### src/hw/rtl/olte_pkg.sv
// Shared constants, request and status codes, and the controller command type.
package olte_pkg;

	localparam int DEPTH       = 64;
	localparam int HANDLE_BITS = 16;
	localparam int KEY_BITS    = 16;
	localparam int IDX_W       = $clog2(DEPTH);
	localparam int CNT_W       = $clog2(DEPTH + 1);
	localparam int REQ_W       = 4;
	localparam int POS_W       = 7;
	localparam int STATUS_W    = 3;
	localparam int FPOS_W      = 6;
	localparam int CMP_W       = (POS_W > CNT_W) ? POS_W : CNT_W;

	localparam logic [REQ_W-1:0] REQ_INS_HEAD = 4'd0;
	localparam logic [REQ_W-1:0] REQ_INS_TAIL = 4'd1;
	localparam logic [REQ_W-1:0] REQ_INS_POS  = 4'd2;
	localparam logic [REQ_W-1:0] REQ_RM_HEAD  = 4'd3;
	localparam logic [REQ_W-1:0] REQ_RM_TAIL  = 4'd4;
	localparam logic [REQ_W-1:0] REQ_RM_POS   = 4'd5;
	localparam logic [REQ_W-1:0] REQ_SEARCH   = 4'd6;
	localparam logic [REQ_W-1:0] REQ_READ     = 4'd7;
	localparam logic [REQ_W-1:0] REQ_WRITE    = 4'd8;
	localparam logic [REQ_W-1:0] REQ_CLEAR    = 4'd9;

	localparam logic [STATUS_W-1:0] ST_OK       = 3'd0;
	localparam logic [STATUS_W-1:0] ST_BADPOS   = 3'd1;
	localparam logic [STATUS_W-1:0] ST_EMPTY    = 3'd2;
	localparam logic [STATUS_W-1:0] ST_FULL     = 3'd3;
	localparam logic [STATUS_W-1:0] ST_NOTFOUND = 3'd4;

	typedef struct packed {
		logic capture;
		logic eval;
		logic commit;
	} cmd_t;

endpackage

### src/hw/rtl/olte_ctrl.sv
// Controller state machine: sequences capture, evaluation and commit of each item.
module olte_ctrl (
	input  logic              clk,
	input  logic              arst_n,
	input  logic              in_valid,
	output logic              in_stall,
	output logic              out_valid,
	input  logic              out_stall,
	output olte_pkg::cmd_t    cmd
);

	typedef enum logic [1:0] {
		S_IDLE,
		S_EVAL,
		S_COMMIT
	} state_t;

	state_t state_q;
	logic   out_valid_q;
	logic   out_free;

	assign out_free    = !out_valid_q || !out_stall;
	assign cmd.capture = (state_q == S_IDLE) && in_valid;
	assign cmd.eval    = (state_q == S_EVAL);
	assign cmd.commit  = (state_q == S_COMMIT) && out_free;
	assign in_stall    = (state_q != S_IDLE);
	assign out_valid   = out_valid_q;

	always_ff @(posedge clk or negedge arst_n) begin
		if (!arst_n) begin
			state_q     <= S_IDLE;
			out_valid_q <= 1'b0;
		end else begin
			case (state_q)
				S_IDLE: begin
					if (in_valid) begin
						state_q <= S_EVAL;
					end
				end
				S_EVAL: begin
					state_q <= S_COMMIT;
				end
				S_COMMIT: begin
					if (out_free) begin
						state_q <= S_IDLE;
					end
				end
				default: begin
					state_q <= S_IDLE;
				end
			endcase
			// A commit loads a fresh result; otherwise a taken result empties the register.
			if (cmd.commit) begin
				out_valid_q <= 1'b1;
			end else if (out_valid_q && !out_stall) begin
				out_valid_q <= 1'b0;
			end
		end
	end

endmodule

### config.mk
export PLATFORM = sky130hd
export DESIGN_NAME = olte_ctrl
export DESIGN_NICKNAME = d
export VERILOG_FILES = /design/src/hw/rtl/olte_pkg.sv /design/src/hw/rtl/olte_ctrl.sv
export SDC_FILE = /design/constraint.sdc
export NUM_CORES = 1
export LEC_CHECK = 0
export BUFFER_PORTS_ARGS = -buffer_cell sky130_fd_sc_hd__buf_2
export CAP_MARGIN = 20
export CORE_AREA = 2 2 39 41
export CTS_CLUSTER_SIZE = 40
export DETAILED_ROUTE_END_ITERATION = 6
export DIE_AREA = 0 0 41 43
export GPL_TIMING_DRIVEN = 1
export SYNTH_ARGS = -nofsm -noshare
export SYNTH_HDL_FRONTEND = slang
export SYNTH_SLANG_ARGS = --single-unit
### constraint.sdc
create_clock -name clk -period 1.6 [get_ports clk]
set_input_delay 0.16 -clock clk [delete_from_list [all_inputs] [get_ports clk]]
set_output_delay 0.16 -clock clk [all_outputs]
set_load 0.005 [all_outputs]
======== Yosys cells after proc, flatten, opt, wreduce, memory -nomap -nowiden ========
Index checks and enable logic that the tools add are counted.
storage, ports and cells
  bits in latches ......................... 0
  memories kept ........................... 0
  bits in registers ....................... 3
  memory bits (writable) .................. 0
  bits in read-only memories .............. 0
  input port bits ......................... 4
  output and inout port bits .............. 5
  word-level logic and storage cells ...... 21
operators by class
  bitwise gates (word level) .............. 0
  reductions and logical operators ........ 10
  shifts and indexed selects .............. 0
  muxes and demuxes ....................... 5
  $add $sub $neg .......................... 0
  multiply operators ...................... 0
  divide/modulo/power cells ............... 0
  equality and inequality tests ........... 4
  magnitude comparators ................... 0
operator list
  cell                number
  $pmux 2 s3          1
  $mux 2              2
  $ne 2x2->1 const B  2
  $reduce_bool 2->1   2
  $logic_and 1x1->1   3
  $eq 2x1->1 const B  1
  $eq 2x2->1 const B  1
  $logic_not 1->1     2
  $logic_not 2->1     1
  $mux 1              2
  $reduce_and 2->1    1
  $logic_or 1x1->1    1

======== Logic depth before layout (Yosys ltp) ========
  depth after elaboration ................. 4
  depth in mapped cells ................... 2
  gate-level depth less buffers ........... 2

======== Worst setup path before layout ========
No wires, ideal clock.
  path type ............................... flip-flop to output port
  start point ............................. reg state_q[0]
  end point ............................... out cmd[2] (netlist name)
  path slack .............................. 713 ps
  data arrival time ....................... 727 ps
  required time ........................... 1440 ps
  cell stages (with the launch flop) ...... 3
  buffers on the path ..................... 0
  cells stage by stage .................... dfrtp_1 -> or2_1 -> nor2_1
RTL lines
  element                 line             text
  from (decl)             olte_ctrl.sv:18  state_t state_q;
  from (signal assigned)  olte_ctrl.sv:31  state_q <= S_IDLE;
  from (signal assigned)  olte_ctrl.sv:37  state_q <= S_EVAL;
  from (signal assigned)  olte_ctrl.sv:41  state_q <= S_COMMIT;
  to (decl)               olte_ctrl.sv:9   output olte_pkg::cmd_t cmd

==> summary.txt <==
Synth
  – Share of the yosys chip area belonging to registers: 60.0%
  – Cell Area, Synth: 125 um2
  – Synth warn: 0
  – Distinct cell type count after synthesis: 9
  – Count of state elements after synthesis: 3
  – Synthesized netlist net count: 17
  – Post-synthesis area per instance: between 9 and 10 um2
  – Post-synthesis instance total: 13

STA
  – Endpoints failing hold: 0
  – Headroom to the max-slew limit: ~90%
  – Crit path time final: ~1200 ps
  – Final worst slack: 393 ps
  – Final Max Slew Viols: 0
  – Unrepaired setup endpoints after global routing: no
  – Final TNS setup: 0 ps
  – Count of final setup violators: 0
  – Post-route fraction of the period consumed by the critical path: 75.4%
  – Achievable clock frequency: about 830 MHz
  – Actual slew at the worst max-slew pin: 126 ps
  – Post-route clock skew: 3.27 ps

Setup path
  – Worst path cell trace: or2_1, nor2_1, buf_2
  – Delay of the slowest critical-path stage: 370 ps
  – Critical path class: reg -> out
  – Crit-path max FO: 3
  – Kind of start point of the critical path: flop
  – Required time reported for the critical path endpoint: 1440 ps
  – Endpoint arrival time on the critical path: 1050 ps
  – Length in cells of the worst reg-to-reg path: 2
  – Slowest library cell on the worst path: sky130_fd_sc_hd__dfrtp_1
  – Critical Path Sink Type: output pin

Global routing
  – First-pass GRT wire length: 427 um
  – Pin count of the biggest net entering global routing: 4
  – Remaining Overflow, GRT: 0
  – Initial antenna violation count: 0
  – Met2 layer usage reported by global route: 6.25%
  – Top Usage Layer GRT: met2
  – Number of global-route vias before repair: around 130
  – Routing usage on met1: 2.57%
  – Global router's overall resource usage: 4.02%
  – Met3 GRT Util: ~3.1%

Run status
  – Status: completed

Clock network
  – Clock Pin Slew Worst Setup and Hold Paths: 40 ps
  – Post-CTS Setup Repair Bufs: 0
  – Number of resized instances in the post-cts repair step: 0
  – Number of sinks on the clock net: 3
  – TritonCTS clock tree: built
  – H-tree depth: 1
  – Maximum buffer depth of the clock tree: 2
  – Clock latency on the worst-skew pair: 230 ps
  – Total of hold buffers inserted after clock tree synthesis: 1
  – Clock Root Buffer: sky130_fd_sc_hd__clkbuf_4
  – Clock buffer count from CTS: 3

Placed design
  – Worst slack, placed: between 600 and 700 ps
  – Global placement routability congestion: approximately 0.5
  – Instance area at placement: 185 um2
  – Number of buffers added on ports: 8
  – DPL Wire Length: roughly 210 um

Floorplan
  – Row count: 14
  – Initial cell density of the core: a little under a tenth
  – Die width: 41 um
  – Area of the placeable core: 1380 um2
  – Vertical die dimension: 43 um
  – Number of placed I/O pins: 9
  – Overall die area: 1760 um2

Final layout
  – Area growth, synth to finish: 77.0%
  – # fillers: 157
  – Multi-input gate area in the final layout: about 46 um2
  – Net count reported at finish: 31
  – Number of antenna diodes: 0
  – Most common cell after layout, fill and taps aside: sky130_fd_sc_hd__buf_2
  – Area used by sequential logic in the layout: 75.1 um2
  – Commonest cells after routing, fill and taps aside: sky130_fd_sc_hd__buf_2 (8), sky130_fd_sc_hd__clkbuf_4 (3), sky130_fd_sc_hd__dfrtp_1 (3), sky130_fd_sc_hd__nor2_1 (2), sky130_fd_sc_hd__nand2_1 (2)
  – Post-route standard cell area excluding fillers: approximately 220 um2
  – Share of final-layout standard cells stronger than drive strength 1: 42.3%

Detailed routing
  – DRC: 0
  – Initial drt markers: 0
  – Post-route antenna net violation count: 0
  – DR pass1 iterations: 1
  – Vias per cell: about 3.2
  – Drt wl/cell: roughly 6.5 um
  – Routed vias: between 100 and 150
  – Post-Route WL: 272 um

Power
  – Peak VDD IR: 0.212 mV
  – Static Leak: ~0.12 nW
  – Pwr dens: 1550 nW/um2

Flow run
  – Max-cap violations: 0

Worst hold path
  – Hold WC Path Type: in -> reg
  – Cells on Worst Hold Path: 3
-- through the flow --
stage | utilization, % | hold slack [ps] | total power, mW | cells
2_1_floorplan | - | -136 | 0.164 | 13
3_3_place_gp | 13.4 | -43.8 | 0.211 | 37
3_5_place_dp | 13.4 | -43.0 | 0.214 | 37
4_1_cts | 16.0 | 167 | 0.350 | 42
5_1_grt | 16.0 | 203 | 0.378 | 42
6_report | 16.0 | 174 | 0.343 | 42
-- final cells by class --
cell class,instances,area share [%]
Tap cell,16,9.04
Multi-Input combinational cell,9,20.9
Sequential cell,3,33.9
Inverter,1,1.69
Timing Repair Buffer,9,22.6
Clock buffer,4,11.9
-- critical path: cells and delay by family, from the launching register on --
family	cells	cell delay (ps)
and+or+nand+nor	2	340
buffers and inverters	1	110
DFF	1	370
-- synthesized netlist by cell type --
library cell | count | area [um2]
sky130_fd_sc_hd__o21bai_1 | 1 | 7.51
sky130_fd_sc_hd__inv_1 | 1 | 3.75
sky130_fd_sc_hd__nor2b_1 | 1 | 6.26
sky130_fd_sc_hd__nand2b_1 | 1 | 6.26
sky130_fd_sc_hd__nand2_1 | 2 | 7.51
sky130_fd_sc_hd__a21oi_1 | 1 | 5.00
sky130_fd_sc_hd__dfrtp_1 | 3 | 75.1
sky130_fd_sc_hd__nor2_1 | 2 | 7.51
sky130_fd_sc_hd__or2_1 | 1 | 6.26
-- cell families after synthesis --
group                  synth area share [%]
AOI/OAI and AO/OA                      10.0
buffers and inverters                  3.00
DFF                                    60.0
and+or+nand+nor                        27.0
-- state kept, by name, summed over array words and instances (netlist names) --
| name | count |
|---|---|
| state_q | 2 |
| out_valid | 1 |
-- metal layers --
| layer | wire length (um) | up-vias |
|---|---|---|
| li1 | - | 66 |
| met1 | 90 | 64 |
| met2 | 159 | 6 |
| met3 | 22 | 0 |
| met4 | 0 | 0 |
| met5 | 0 | - |
-- where the power goes --
group | switching (mW) | internal, mW | total [mW]
clock | 0.0366 | 0.0933 | 0.130
combinational | 0.0471 | 0.0510 | 0.0981
sequential | 0.0146 | 0.100 | 0.115
total | 0.0983 | 0.245 | 0.343
-- worst paths after layout --
path / start / slack (ps) / to
setup / recovery: state_q[0] / 390 / cmd[2]
hold / removal: in_valid / 170 / state_q[0]
setup reg to reg: state_q[0] / 810 / state_q[0]
hold reg to reg: out_valid / 520 / out_valid
max in group asynchronous: arst_n / 1230 / out_valid
min in group asynchronous: arst_n / 260 / state_q[0]
(Power assumes the default switching activity.)
